`config.mk`:
```
export PLATFORM = sky130hd
export DESIGN_NAME = arp_cache_responder_core_flat
export DESIGN_NICKNAME = d
export VERILOG_FILES = /design/src/design/arpc_pkg.sv /design/src/design/arpc_req_if.sv /design/src/design/arpc_rsp_if.sv /design/src/design/arp_cache_responder_core.sv /design/src/flat_wrapper.sv
export VERILOG_INCLUDE_DIRS = /design/src /design/src/design
export SDC_FILE = /design/constraint.sdc
export NUM_CORES = 1
export LEC_CHECK = 0
export BUFFER_PORTS_ARGS = -buffer_cell sky130_fd_sc_hd__buf_2
export CORE_MARGIN = 2
export CORE_UTILIZATION = 45
export DETAILED_ROUTE_END_ITERATION = 12
export PLACE_DENSITY = 0.69
export SETUP_SLACK_MARGIN = 0.1
export SYNTH_ARGS = -nofsm -noshare
export SYNTH_HDL_FRONTEND = slang
export SYNTH_SLANG_ARGS = --single-unit
export TNS_END_PERCENT = 100
```
`constraint.sdc`:
```
create_clock -name clk -period 6.5 [get_ports clk]
set_input_delay 1.95 -clock clk [delete_from_list [all_inputs] [get_ports clk]]
set_output_delay 1.95 -clock clk [all_outputs]
set_load 0.01 [all_outputs]
```
`src/design/arp_cache_responder_core_defines.svh`:
```
// ----------------------------------------------------------------------------
// arp cache responder assertion macros
// shared concurrent assertion forms, clocked on clk and disabled in rst
// ----------------------------------------------------------------------------
`ifndef ARP_CACHE_RESPONDER_CORE_DEFINES_SVH
`define ARP_CACHE_RESPONDER_CORE_DEFINES_SVH

// same-cycle implication
`define ARPC_ASSERT_SAME(label, ante, cons) \
  label: assert property (@(posedge clk) disable iff (rst) (ante) |-> (cons)) \
    else $error("arpc same-cycle check failed");

// next-cycle implication
`define ARPC_ASSERT_NEXT(label, ante, cons) \
  label: assert property (@(posedge clk) disable iff (rst) (ante) |=> (cons)) \
    else $error("arpc next-cycle check failed");

`endif

```
`src/design/arpc_pkg.sv`:
```
// ----------------------------------------------------------------------------
// arpc_pkg
// widths, codes and sequencer types of the arp cache responder
// ----------------------------------------------------------------------------
package arpc_pkg;

  localparam int CACHE_ENTRIES = 16;
  localparam int IDX_W = (CACHE_ENTRIES > 1) ? $clog2(CACHE_ENTRIES) : 1;

  localparam int IP_W   = 32;
  localparam int MAC_W  = 48;
  localparam int OPC_W  = 16;
  localparam int ACT_W  = 3;
  localparam int DATA_W = 64;
  localparam int ADDR_W = 4;

  localparam logic [OPC_W-1:0] OPC_REQUEST = 16'd1;
  localparam logic [OPC_W-1:0] OPC_REPLY   = 16'd2;

  localparam logic [ACT_W-1:0] ACT_NONE  = 3'd0;
  localparam logic [ACT_W-1:0] ACT_REPLY = 3'd1;
  localparam logic [ACT_W-1:0] ACT_LEARN = 3'd2;
  localparam logic [ACT_W-1:0] ACT_FULL  = 3'd3;
  localparam logic [ACT_W-1:0] ACT_HIT   = 3'd4;
  localparam logic [ACT_W-1:0] ACT_MISS  = 3'd5;

  localparam logic REG_OWN_IP  = 1'b0;
  localparam logic REG_OWN_MAC = 1'b1;

  localparam logic [IP_W-1:0]  OWN_IP_RESET  = 32'h0A00_020F;
  localparam logic [MAC_W-1:0] OWN_MAC_RESET = 48'h5254_0012_3456;

  typedef enum logic [1:0] {
    ST_IDLE,
    ST_SCAN,
    ST_EMIT
  } state_t;

  typedef enum logic {
    KIND_QUERY,
    KIND_LEARN
  } kind_t;

endpackage

```
`src/design/arpc_req_if.sv`:
```
// ----------------------------------------------------------------------------
// arpc_req_if
// request channel: received arp packet or resolve query
// ----------------------------------------------------------------------------
interface arpc_req_if
  import arpc_pkg::*;
();
  logic             valid;
  logic             ready;
  logic             operation;
  logic [OPC_W-1:0] arp_opcode;
  logic [IP_W-1:0]  sender_ip;
  logic [MAC_W-1:0] sender_mac;
  logic [IP_W-1:0]  target_ip;
  logic [IP_W-1:0]  query_ip;

  modport source (
    output valid, operation, arp_opcode, sender_ip, sender_mac, target_ip, query_ip,
    input  ready
  );
  modport sink (
    input  valid, operation, arp_opcode, sender_ip, sender_mac, target_ip, query_ip,
    output ready
  );
endinterface

```
`src/design/arpc_rsp_if.sv`:
```
// ----------------------------------------------------------------------------
// arpc_rsp_if
// result channel: action with peer address pair
// ----------------------------------------------------------------------------
interface arpc_rsp_if
  import arpc_pkg::*;
();
  logic             valid;
  logic             ready;
  logic [ACT_W-1:0] action;
  logic [IP_W-1:0]  peer_ip;
  logic [MAC_W-1:0] peer_mac;

  modport source (
    output valid, action, peer_ip, peer_mac,
    input  ready
  );
  modport sink (
    input  valid, action, peer_ip, peer_mac,
    output ready
  );
endinterface

```
`src/design/arp_cache_responder_core.sv`:
```
// ----------------------------------------------------------------------------
// arp_cache_responder_core
// arp cache and responder: answers requests for own ip, learns replies,
// resolves queries against a small cache walked by one shared comparator
// ----------------------------------------------------------------------------
//  channel   dir  protocol        content
//  req       in   valid/ready     operation, opcode, sender ip/mac, target ip, query ip
//  rsp       out  valid/ready     action, peer ip, peer mac
//  apb       in   psel/penable    own_ip at 0x0, own_mac at 0x8, 64-bit data
//
//  a request is taken only in idle; a packet request or unknown opcode goes
//  straight to emit, a query or reply first walks the cache up to the entry
//  that settles it or the last one, one entry per cycle
//  rst (synchronous) clears the valid bits, the sequencer and the output flag
//  a stalled rsp holds the result; the next request is taken meanwhile and
//  waits in emit until the output register frees up
// ----------------------------------------------------------------------------
`include "arp_cache_responder_core_defines.svh"

module arp_cache_responder_core
  import arpc_pkg::*;
(
  input  logic              clk,
  input  logic              rst,
  // configuration port
  input  logic              psel,
  input  logic              penable,
  input  logic              pwrite,
  input  logic [ADDR_W-1:0] paddr,
  input  logic [DATA_W-1:0] pwdata,
  output logic [DATA_W-1:0] prdata,
  output logic              pready,
  // channels
  arpc_req_if.sink          req,
  arpc_rsp_if.source        rsp
);

  // configuration registers
  logic [IP_W-1:0]  own_ip;
  logic [MAC_W-1:0] own_mac;

  // cache store, valid bits reset, contents only written
  logic                     entry_valid [CACHE_ENTRIES];
  logic [IP_W-1:0]          entry_ip    [CACHE_ENTRIES];
  logic [MAC_W-1:0]         entry_mac   [CACHE_ENTRIES];

  // sequencer
  state_t           state, state_next;
  kind_t            kind, kind_next;
  logic [IDX_W-1:0] idx, idx_next;
  logic [IP_W-1:0]  key_ip, key_ip_next;
  logic [MAC_W-1:0] key_mac, key_mac_next;

  // pending result
  logic [ACT_W-1:0] res_action, res_action_next;
  logic [IP_W-1:0]  res_ip, res_ip_next;
  logic [MAC_W-1:0] res_mac, res_mac_next;

  // output register
  logic             out_valid, out_valid_next;
  logic [ACT_W-1:0] out_action;
  logic [IP_W-1:0]  out_ip;
  logic [MAC_W-1:0] out_mac;
  logic             out_load;

  // shared compare unit and entry read at the walk index
  logic             rd_valid;
  logic [IP_W-1:0]  rd_ip;
  logic [MAC_W-1:0] rd_mac;
  logic             key_match;
  logic             last_entry;
  logic             wr_en;

  logic cfg_wr;

  // ---------------------------------------------------------------- config
  assign pready = 1'b1;
  assign cfg_wr = psel && penable && pwrite;

  always_ff @(posedge clk) begin
    if (rst) begin
      own_ip  <= OWN_IP_RESET;
      own_mac <= OWN_MAC_RESET;
    end else if (cfg_wr) begin
      unique case (paddr[3])
        REG_OWN_IP:  own_ip  <= pwdata[IP_W-1:0];
        REG_OWN_MAC: own_mac <= pwdata[MAC_W-1:0];
        default: ;
      endcase
    end
  end

  always_comb begin
    unique case (paddr[3])
      REG_OWN_IP:  prdata = {{(DATA_W-IP_W){1'b0}}, own_ip};
      REG_OWN_MAC: prdata = {{(DATA_W-MAC_W){1'b0}}, own_mac};
      default:     prdata = '0;
    endcase
  end

  // ---------------------------------------------------------------- walk unit
  assign rd_valid   = entry_valid[idx];
  assign rd_ip      = entry_ip[idx];
  assign rd_mac     = entry_mac[idx];
  assign key_match  = (rd_ip == key_ip);
  assign last_entry = (idx == IDX_W'(CACHE_ENTRIES - 1));

  // ---------------------------------------------------------------- sequencer
  always_ff @(posedge clk) begin
    if (rst) begin
      state     <= ST_IDLE;
      out_valid <= 1'b0;
    end else begin
      state     <= state_next;
      out_valid <= out_valid_next;
    end
  end

  always_ff @(posedge clk) begin
    kind       <= kind_next;
    idx        <= idx_next;
    key_ip     <= key_ip_next;
    key_mac    <= key_mac_next;
    res_action <= res_action_next;
    res_ip     <= res_ip_next;
    res_mac    <= res_mac_next;
    if (out_load) begin
      out_action <= res_action;
      out_ip     <= res_ip;
      out_mac    <= res_mac;
    end
  end

  always_comb begin
    state_next      = state;
    kind_next       = kind;
    idx_next        = idx;
    key_ip_next     = key_ip;
    key_mac_next    = key_mac;
    res_action_next = res_action;
    res_ip_next     = res_ip;
    res_mac_next    = res_mac;
    wr_en           = 1'b0;
    out_load        = 1'b0;
    req.ready       = 1'b0;

    unique case (state)
      ST_IDLE: begin
        req.ready = 1'b1;
        if (req.valid) begin
          idx_next     = '0;
          key_mac_next = req.sender_mac;
          if (req.operation) begin
            // resolve query walks the cache
            kind_next   = KIND_QUERY;
            key_ip_next = req.query_ip;
            state_next  = ST_SCAN;
          end else begin
            key_ip_next = req.sender_ip;
            case (req.arp_opcode)
              OPC_REQUEST: begin
                // answer only requests aimed at our address
                if (req.target_ip == own_ip) begin
                  res_action_next = ACT_REPLY;
                  res_ip_next     = req.sender_ip;
                  res_mac_next    = req.sender_mac;
                end else begin
                  res_action_next = ACT_NONE;
                  res_ip_next     = '0;
                  res_mac_next    = '0;
                end
                state_next = ST_EMIT;
              end
              OPC_REPLY: begin
                kind_next  = KIND_LEARN;
                state_next = ST_SCAN;
              end
              default: begin
                // unknown opcode, cache untouched
                res_action_next = ACT_NONE;
                res_ip_next     = '0;
                res_mac_next    = '0;
                state_next      = ST_EMIT;
              end
            endcase
          end
        end
      end

      ST_SCAN: begin
        res_ip_next = key_ip;
        if (kind == KIND_QUERY) begin
          if (rd_valid && key_match) begin
            res_action_next = ACT_HIT;
            res_mac_next    = rd_mac;
            state_next      = ST_EMIT;
          end else if (last_entry) begin
            res_action_next = ACT_MISS;
            res_mac_next    = '0;
            state_next      = ST_EMIT;
          end else begin
            idx_next = idx + 1'b1;
          end
        end else begin
          // first free slot or the slot already holding this ip
          res_mac_next = key_mac;
          if (!rd_valid || key_match) begin
            wr_en           = 1'b1;
            res_action_next = ACT_LEARN;
            state_next      = ST_EMIT;
          end else if (last_entry) begin
            res_action_next = ACT_FULL;
            state_next      = ST_EMIT;
          end else begin
            idx_next = idx + 1'b1;
          end
        end
      end

      ST_EMIT: begin
        if (!out_valid || rsp.ready) begin
          out_load   = 1'b1;
          state_next = ST_IDLE;
        end
      end

      default: state_next = ST_IDLE;
    endcase
  end

  always_comb begin
    out_valid_next = out_valid;
    if (out_load) begin
      out_valid_next = 1'b1;
    end else if (rsp.ready) begin
      out_valid_next = 1'b0;
    end
  end

  // ---------------------------------------------------------------- cache store
  always_ff @(posedge clk) begin
    if (rst) begin
      for (int i = 0; i < CACHE_ENTRIES; i++) begin
        entry_valid[i] <= 1'b0;
      end
    end else if (wr_en) begin
      entry_valid[idx] <= 1'b1;
    end
  end

  always_ff @(posedge clk) begin
    if (wr_en) begin
      entry_ip[idx]  <= key_ip;
      entry_mac[idx] <= key_mac;
    end
  end

  // ---------------------------------------------------------------- result port
  assign rsp.valid    = out_valid;
  assign rsp.action   = out_action;
  assign rsp.peer_ip  = out_ip;
  assign rsp.peer_mac = out_mac;

  // ---------------------------------------------------------------- checks
  // an accepted request always leaves idle
  `ARPC_ASSERT_NEXT(a_accept_leaves_idle, req.valid && req.ready, state != ST_IDLE)
  // a learn write marks its slot valid
  `ARPC_ASSERT_NEXT(a_learn_sets_valid, wr_en, entry_valid[$past(idx)])
  // a result waiting for the output register blocks new requests
  `ARPC_ASSERT_SAME(a_emit_blocks_req, state == ST_EMIT, !req.ready)
  // a loaded result is presented next cycle
  `ARPC_ASSERT_NEXT(a_load_shows_valid, out_load, rsp.valid)

endmodule

```
`src/flat_wrapper.sv`:
```
// flat-port wrapper written by rule: the top's interface ports become plain ports
module arp_cache_responder_core_flat import arpc_pkg::*;
  (clk, rst, psel, penable, pwrite, paddr, pwdata, prdata, pready, req_valid, req_operation, req_arp_opcode, req_sender_ip, req_sender_mac, req_target_ip, req_query_ip, req_ready, rsp_valid, rsp_action, rsp_peer_ip, rsp_peer_mac, rsp_ready);
  arpc_req_if req_i ();
  arpc_rsp_if rsp_i ();
  input  logic clk;
  input  logic rst;
  input  logic psel;
  input  logic penable;
  input  logic pwrite;
  input  logic [ADDR_W-1:0] paddr;
  input  logic [DATA_W-1:0] pwdata;
  output logic [DATA_W-1:0] prdata;
  output logic pready;
  input wire logic [$bits(req_i.valid)-1:0] req_valid;
  input wire logic [$bits(req_i.operation)-1:0] req_operation;
  input wire logic [$bits(req_i.arp_opcode)-1:0] req_arp_opcode;
  input wire logic [$bits(req_i.sender_ip)-1:0] req_sender_ip;
  input wire logic [$bits(req_i.sender_mac)-1:0] req_sender_mac;
  input wire logic [$bits(req_i.target_ip)-1:0] req_target_ip;
  input wire logic [$bits(req_i.query_ip)-1:0] req_query_ip;
  output wire logic [$bits(req_i.ready)-1:0] req_ready;
  output wire logic [$bits(rsp_i.valid)-1:0] rsp_valid;
  output wire logic [$bits(rsp_i.action)-1:0] rsp_action;
  output wire logic [$bits(rsp_i.peer_ip)-1:0] rsp_peer_ip;
  output wire logic [$bits(rsp_i.peer_mac)-1:0] rsp_peer_mac;
  input wire logic [$bits(rsp_i.ready)-1:0] rsp_ready;
  assign req_i.valid = req_valid;
  assign req_i.operation = req_operation;
  assign req_i.arp_opcode = req_arp_opcode;
  assign req_i.sender_ip = req_sender_ip;
  assign req_i.sender_mac = req_sender_mac;
  assign req_i.target_ip = req_target_ip;
  assign req_i.query_ip = req_query_ip;
  assign req_ready = req_i.ready;
  assign rsp_valid = rsp_i.valid;
  assign rsp_action = rsp_i.action;
  assign rsp_peer_ip = rsp_i.peer_ip;
  assign rsp_peer_mac = rsp_i.peer_mac;
  assign rsp_i.ready = rsp_ready;
  arp_cache_responder_core u_core (.clk(clk), .rst(rst), .psel(psel), .penable(penable), .pwrite(pwrite), .paddr(paddr), .pwdata(pwdata), .prdata(prdata), .pready(pready), .req(req_i), .rsp(rsp_i));
endmodule
```
-- Word level (Yosys, flattened, before mapping)
Memories as Yosys holds them, arrays and structs flattened. A register that Yosys moved wholly into a read port is not among the register bits.
Cells that the tools add are included.
- eq/ne operators: 15
- reduce and logical (&&, ||, !) cells: 21
- bitwise gates (word level): 1
- muxes and demuxes: 61
- add/subtract/negate cells: 1
- operators with widths (cell ; number):
    2-to-1 mux 48 bit ; 6
    case mux 48 bit (2 select lines) ; 2
    2-to-1 mux 32 bit ; 4
    case mux 32 bit (2 select lines) ; 2
    case mux 64 bit (2 select lines) ; 1
    equality test 32 bit ; 2
    2-to-1 mux 4 bit ; 9
    2-to-1 mux 3 bit ; 7
    2-to-1 mux 1 bit ; 18
    equality test 16 x 1 -> 1 bit, second input constant ; 1
    equality test 16 x 2 -> 1 bit, second input constant ; 1
    2-to-1 mux 2 bit ; 8
    case mux 3 bit (2 select lines) ; 2
    case mux 4 bit (2 select lines) ; 1
    AND reduction 2 bit ; 4
    AND reduction 4 bit ; 2
    != test 2 bit, second input constant ; 3
    case mux 2 bit (3 select lines) ; 1
    AND reduction 6 bit ; 1
    nonzero test 2 bit ; 3
    AND reduction 5 bit ; 1
    adder 4 x 1 -> 4 bit, second input constant ; 1
    equality test 4 bit, second input constant ; 1
    != test 4 x 1 -> 1 bit, second input constant ; 1
    other kinds (13) ; 17
- input port bits: 236
- memory bits (writable): 1296
- word-level logic and storage cells: 116
- memories kept: 3
- register bits: 334
- output and inout port bits: 150
- memory list (memory ; words ; width ; read ports ; clocked after memory_dff ; wr ports ; line ; text):
    u_core.entry_mac ; 16 ; 48 ; 1 ; 1 ; 1 ; arp_cache_responder_core.sv:45 ; logic [MAC_W-1:0] entry_mac [CACHE_ENTRIES];
    u_core.entry_ip ; 16 ; 32 ; 1 ; 1 ; 1 ; arp_cache_responder_core.sv:44 ; logic [IP_W-1:0] entry_ip [CACHE_ENTRIES];
    u_core.entry_valid ; 16 ; 1 ; 1 ; 1 ; 16 ; arp_cache_responder_core.sv:43 ; logic entry_valid [CACHE_ENTRIES];

-- Logic depth before layout (Yosys ltp)
Gate-level depths: netlist of the first run.
- depth in word-level cells: 10
- mapped depth: 15
- mapped depth without buffers: 9

-- Worst setup path after synthesis of the first run
Ideal clock, no wire load.
- kind: input port to flip-flop
- from: in req_operation
- to: reg u_core.res_mac[0], enable pin
- buffers on the path: 1
- library setup time: 482 ps
- setup slack: -439 ps
- stages: 6
- arrival: 6457 ps
- required time: 6018 ps
- cells stage by stage: clkbuf_1 -> nor2_1 -> a21oi_1 -> nor2_1 -> inv_1 -> a31oi_1
- cells in the longest elaborated chain, start to end: 2
- RTL lines (element ; line ; text):
    start, declared ; flat_wrapper.sv:16 ; input wire logic [$bits(req_i.operation)-1:0] req_operation;
    != test 2 bit (no line) ; - ;
    AND reduction 5 bit (no line) ; - ;
    end signal, assigned ; arp_cache_responder_core.sv:126 ; res_mac <= res_mac_next;
    end, declared ; arp_cache_responder_core.sv:57 ; logic [MAC_W-1:0] res_mac, res_mac_next;
No other way between the ends.
A chain may end at the register's enable or synchronous reset.

==> flow_summary.toml, run 1 <==
[cells_and_area]
area_growth_pct = 15.85
fin_cells = 5596
drive_gt1_share_pct = 30.51
diodes = 0
stdcell_area_um2 = 73050
utilization_pct = 52.41
layout.nets = 3818

[clock_tree]
cts-root-buf = "clkbuf_16"
clk_latency_ns = 0.80
cts_resized = 0
post-cts-setup-buffers = 0
numCtsBuffers = 165
h-tree-depth = 4
clk_pin_slew_ns = 0.06
cts_hold_buf = 0
cts_sinks = 1634
cts_buffer_depth = 3
cts_tree = "built"

[synthesis]
ys_async_sr_fraction_pct = 0
ys_types = 61
yosysMostFrequentCell = "edfxtp_1"
synth_area_um2 = 63050
synth_edf_count = 1531
yosys-top-cells-area = "edfxtp_1 73%, mux4_2 12%, dfxtp_1 3.3%, mux2i_1 1.7%, mux2_2 1.2%"
synth_top_area_cell = "edfxtp_1"
synth_commonest_cells = "1,531 x edfxtp_1, 335 x mux4_2, 180 x nand2_1"
synth_flop_cell = "edfxtp_1"
synth.top_cell.area_share_pct = 72.91
yosysSeqAreaShare_pct = 76.19
synth_warnings = 0
ys_ff_latch = 1634
synth.avg_cell_area_um2 = 20.18
syn_inst = 3124

[setup_path]
critical_path_class = "reg -> reg"
start_kind = "flop"
max_stage_delay_ns = 0.97
endpoint_kind = "flop"
crit_top_cell = "buf_4"
r2r_cells = 12
worstPathMaxFanout = 57
arrival_ns = 5.76
timing.rr.end = "u_core.entry_ip[4][18]"
cp.required_ns = 6.95
worstPathCellList = "buf_4 -> buf_4 -> mux2i_1 -> a22oi_1 -> nand2_1 -> xor2_1 -> a32oi_1 -> nor3_1 -> nand4_1 -> a21oi_1 -> and2_4 -> buf_4"
ff2ff_setup_slack_ns = 1.19
crit_slowest_cell = "dfxtp_4"

[place]
pre_cts_ws_ns = 1.257
place_area_um2 = 67760
place_inst = 5287
port_buffers = 349
gp_congestion = 0.7690
dp_hpwl_mm = 84.62

[sta]
fin_hold_ws_ns = 0.4124
slew_headroom_pct = 22.14
worstMarginPinSlew_ns = 1.165
finalHoldViolCount = 0
period_share_pct = 81.69
setup_tns_ns = 0
grt_setup_unrepaired = "false"
setup_slack_ns = 1.190
setup_viol = 0
min_period_ns = 5.310
finClkSkew_ns = 0.05375
fmax_mhz = 188.3
final_max_slew_viol_count = 0

[power]
p_leak_nw = 23.82
power_mw = 23.02
power.density_nw_per_um2 = 315.2
ir_worst_vdd_v = 0.0002614

[floorplanning]
ios = 386
die_x_um = 378.3
die_area_um2 = 143100
start_util_pct = 45.24
core_area_um2 = 139400
die_h_um = 378.3
fp-row-count = 137

[global_routing]
grt_start_max_net_pins = 112
first_global_vias = 32861
grt_overflow = 0
antenna_found_initial = 5
grt_pass1_wl_mm = 215.7
grt_util_all_layers_pct = 20.69

[min_path]
hold-path-cell-count = 0
hold_path_startpoint = "u_core.res_mac[31]"
hp-class = "reg -> reg"
holdPathEnd = "u_core.rsp.peer_mac[31]"

[routing]
via_per_inst = 5.672
drc_errors = 0
highest_layer = "met5"
drt_pass1_iterations = 5
wl_per_cell_um = 26.43
ant_nets = 0
wirelength_mm = 147.9
wl_met3_mm = 11.15
dr_wl_met2_mm = 74.00
vias = 31743
first_iter_violations = 3305
drt-met1-wl_mm = 59.51

[status]
status = "finished clean"

[run]
maxCapViolCount = 0
==> placed cells by master, fill, tap and decap left out, types with 5 or more instances in the layout <==
cell,netlist,routed
edfxtp_1,1531,1531
buf_2,40,349
mux4_2,335,335
nand2_1,180,180
clkbuf_16,0,166
mux2i_1,104,104
dfxtp_1,103,99
a21oi_1,76,76
buf_4,32,69
mux2_2,68,68
a22oi_1,68,68
inv_1,55,55
a22o_1,50,50
o21ai_1,48,48
xnor2_1,45,45
xor2_1,42,42
clkinv_1,0,41
buf_12,0,40
nand3_1,34,34
clkbuf_1,98,34
clkinv_2,0,31
nor2_1,23,19
and2_1,24,19
nor4_1,20,19
conb_1,2,17
nand4_1,15,15
bufinv_16,0,12
and3_4,0,11
nor2b_1,13,10
a221oi_1,9,9
a32o_1,9,9
nor3_1,8,8
nand2b_1,7,7
inv_6,0,6
o21ai_0,5,5
clkbuf_8,0,5
==> worst max-delay path by stage <==
stage	end	slack, ns	depth (start not counted)
final	u_core.entry_ip[4][18]	1.19	12
after global routing	u_core.entry_ip[4][18]	0.88	12
after CTS	u_core.entry_ip[4][18]	1.21	12
after detailed placement	prdata[14]	1.26	3
after global placement	prdata[14]	1.26	3
after floorplan	u_core.rsp.action[0]	0.20	2
==> registers in the layout, summed over array words and instances, names as in the netlist, named ones only <==
name and flops:
u_core.own_mac 48, u_core.state 2, u_core.res_action 3, u_core.kind 1, u_core.idx 4, u_core.res_mac 48, u_core.key_mac 48, u_core.rsp.valid 1
u_core.entry_ip 512, u_core.own_ip 32, u_core.key_ip 32, u_core.rsp.action 3, u_core.rsp.peer_mac 48, u_core.entry_mac 768, u_core.rsp.peer_ip 32, u_core.entry_valid 16
u_core.res_ip 32
==> layout make-up <==
type | count | area, um2
Clock buffer | 205 | 4350
Clock inverter | 104 | 937.1
Fill cell | 10813 | 66310
Inverter | 56 | 212.7
Multi-Input combinational cell | 1263 | 14080
Sequential cell | 1634 | 48050
Tap cell | 1876 | 2347
Timing Repair Buffer | 458 | 3065
==> cell families after synthesis <==
| logic type | share of synthesized area (%) |
|---|---|
| compound gates | 3.195 |
| xor+xnor | 1.208 |
| fa+ha+maj | 0.07938 |
| buf+inv | 1.782 |
| flops | 76.19 |
| mux | 14.83 |
| other cells | 0.01191 |
| simple gates | 2.707 |
==> report_power, final <==
part           switching, mW  internal [mW]  total (mW)
Combinational          0.888          0.789        1.68
Clock                   4.01           5.26        9.27
Sequential             0.292           11.8        12.1
==> per-layer routing <==
layer	track usage, %	vias up
met1	27.48	16609
met3	4.664	209
met5	0	-
li1	-	13624
met2	34.53	1297
met4	5.465	4
==> worst max-delay path: cells and delay by family (launching register included) <==
| family | cells | cell delay, ns |
|---|---|---|
| simple gates | 4 | 1.28 |
| flops | 1 | 0.97 |
| buf+inv | 3 | 1.13 |
| mux | 1 | 0.27 |
| compound gates | 3 | 1.02 |
| xor+xnor | 1 | 0.19 |
(Power assumes the default switching activity.)
==> run 2: changes to the inputs <==
--- a/config.mk
+++ b/config.mk
@@ -10,7 +10,7 @@
 export CORE_MARGIN = 2
 export CORE_UTILIZATION = 45
 export DETAILED_ROUTE_END_ITERATION = 12
-export PLACE_DENSITY = 0.69
+export PLACE_DENSITY = 0.67
 export SETUP_SLACK_MARGIN = 0.1
 export SYNTH_ARGS = -nofsm -noshare
 export SYNTH_HDL_FRONTEND = slang
==> constraint.sdc (replaced) <==
create_clock -name clk -period 5.02 [get_ports clk]
set_input_delay 1.506 -clock clk [delete_from_list [all_inputs] [get_ports clk]]
set_output_delay 1.506 -clock clk [all_outputs]
set_load 0.01 [all_outputs]
==> run 2 against run 1 <==
Against the previous run: clock-buffer cell count increased by 2; routed wire length decreased by 0.44%; sequential share of layout area decreased by 0.41 points; flip-flop and latch count unchanged; register-to-register slack got worse by 0.95 ns; die area unchanged; worst setup slack got worse by 0.95 ns; clock power increased by 28%; maximum frequency increased by 11%; combinational power increased by 34%; via count decreased by 0.46%; largest power group unchanged.
==> flow_summary.toml, run 2 (synthesis results as in run 1) <==
[status]
status = "finished clean"

[floorplanning]
fp-row-count = 137
die_area_um2 = 143100
die_h_um = 378.3
die_x_um = 378.3
core_area_um2 = 139400
ios = 386
start_util_pct = 45.24

[routing]
wl_per_cell_um = 26.15
drt_pass1_iterations = 7
first_iter_violations = 2959
ant_nets = 0
drc_errors = 0
wirelength_mm = 147.2
vias = 31598
via_per_inst = 5.611

[power]
power_mw = 29.72
p_leak_nw = 24.07
ir_worst_vdd_v = 0.0002616
power.density_nw_per_um2 = 404.4

[clock_tree]
clk_pin_slew_ns = 0.06
cts_hold_buf = 0
numCtsBuffers = 164
h-tree-depth = 4
cts_resized = 0
cts_tree = "built"
post-cts-setup-buffers = 0
cts_buffer_depth = 3
clk_latency_ns = 0.80
cts-root-buf = "clkbuf_16"
cts_sinks = 1634

[global_routing]
grt_start_max_net_pins = 114
grt_overflow = 0
first_global_vias = 32597
grt_pass1_wl_mm = 216.0
antenna_found_initial = 8
grt_util_all_layers_pct = 20.77

[setup_path]
crit_slowest_cell = "dfxtp_4"
critical_path_class = "reg -> reg"
cp.required_ns = 5.51
start_kind = "flop"
crit_family = "compound AO/OA/AOI/OAI gates"
worstPathMaxFanout = 40
worstPathCellList = "buf_12 -> mux4_2 -> xor2_1 -> o41ai_1 -> a41oi_1 -> nor2_1 -> nand4_1 -> a21boi_2 -> buf_4 -> and3_4 -> buf_12"
endpoint_kind = "flop"
r2r_cells = 11
crit_buf_inv = 3
max_stage_delay_ns = 0.86
worst-path-stages = 11
crit_top_cell = "buf_12"
arrival_ns = 5.26

[min_path]
hold-path-cell-count = 0
hp-class = "reg -> reg"

[cells_and_area]
final_common_cell = "edfxtp_1"
multi_input_area_um2 = 14080
layout.nets = 3861
regMostFlops = "u_core.entry_mac"
reg_top3 = "u_core.entry_mac x768, u_core.entry_ip x512"
regArea_um2 = 48050
fillers = 10810
fin_cells = 5631
area_growth_pct = 16.57
largest_register_ff_count = 768
drive_gt1_share_pct = 31.43
stdcell_area_um2 = 73500
final_cell_mix = "1,531 x edfxtp_1, 349 x buf_2, 335 x mux4_2"

[sta]
period_share_pct = 95.17
min_period_ns = 4.777
finClkSkew_ns = 0.02610
slew_headroom_pct = 34.21
setup_tns_ns = 0
grt_setup_unrepaired = "false"
worstMarginPinSlew_ns = 0.9868
setup_slack_ns = 0.2427
setup_viol = 0
final_max_slew_viol_count = 0
finalHoldViolCount = 0
fmax_mhz = 209.3

[place]
place_inst = 5331
gp_congestion = 0.7907
place_area_um2 = 68290
dp_hpwl_mm = 86.19
port_buffers = 349
pre_cts_ws_ns = 0.2492

[run]
maxCapViolCount = 0
run 2: area by class of cell:
type | instances | area share [%]
diodes | 1 | 0.003405
flip-flops and latches | 1634 | 65.37
clock inverters | 92 | 1.110
repair buffers | 502 | 4.893
multi-input cells | 1263 | 19.16
inverters | 56 | 0.2894
well taps | 1876 | 3.194
clock buffers | 207 | 5.977
run 2: worst register-to-register path: stages (launching register included):
cell and delay, ns:
dfxtp_4 0.86, buf_12 0.32, mux4_2 0.34, xor2_1 0.19
o41ai_1 0.63, a41oi_1 0.34, nor2_1 0.18, nand4_1 0.33
a21boi_2 0.24, buf_4 0.28, and3_4 0.50, buf_12 0.26
run 2: power breakdown:
part | total (mW) | internal, mW | switching, mW
registers | 15.6 | 15.3 | 0.358
clock network | 11.9 | 6.79 | 5.08
logic | 2.25 | 1.06 | 1.19
total | 29.7 | 23.1 | 6.62
run 2: metal layers:
metal,vias up,GRT usage (%),part of all wire (%)
met5,-,0,0.033
met1,16469,27.74,41
met2,1222,34.43,50
met4,8,5.555,2.0
met3,205,4.737,7.6
li1,13694,-,-
run 2: path summary, 6_finish.rpt:
| kind | startpoint | to | slack (ns) |
|---|---|---|---|
| max | flop | u_core.entry_ip[9][18] | 0.24 |
| min | u_core.res_mac[37] | u_core.rsp.peer_mac[37] | 0.40 |
| max reg2reg | flop | u_core.entry_ip[9][18] | 0.24 |
| min reg2reg | u_core.res_mac[37] | u_core.rsp.peer_mac[37] | 0.40 |
run 2: through the flow:
step	util (%)	hold slack, ns
final	52.74	0.4034
after floorplan	-	0.4003
after global placement	49.00	0.4002
after global routing	52.74	0.4224
after detailed placement	49.00	0.4045
after CTS	52.74	0.4108
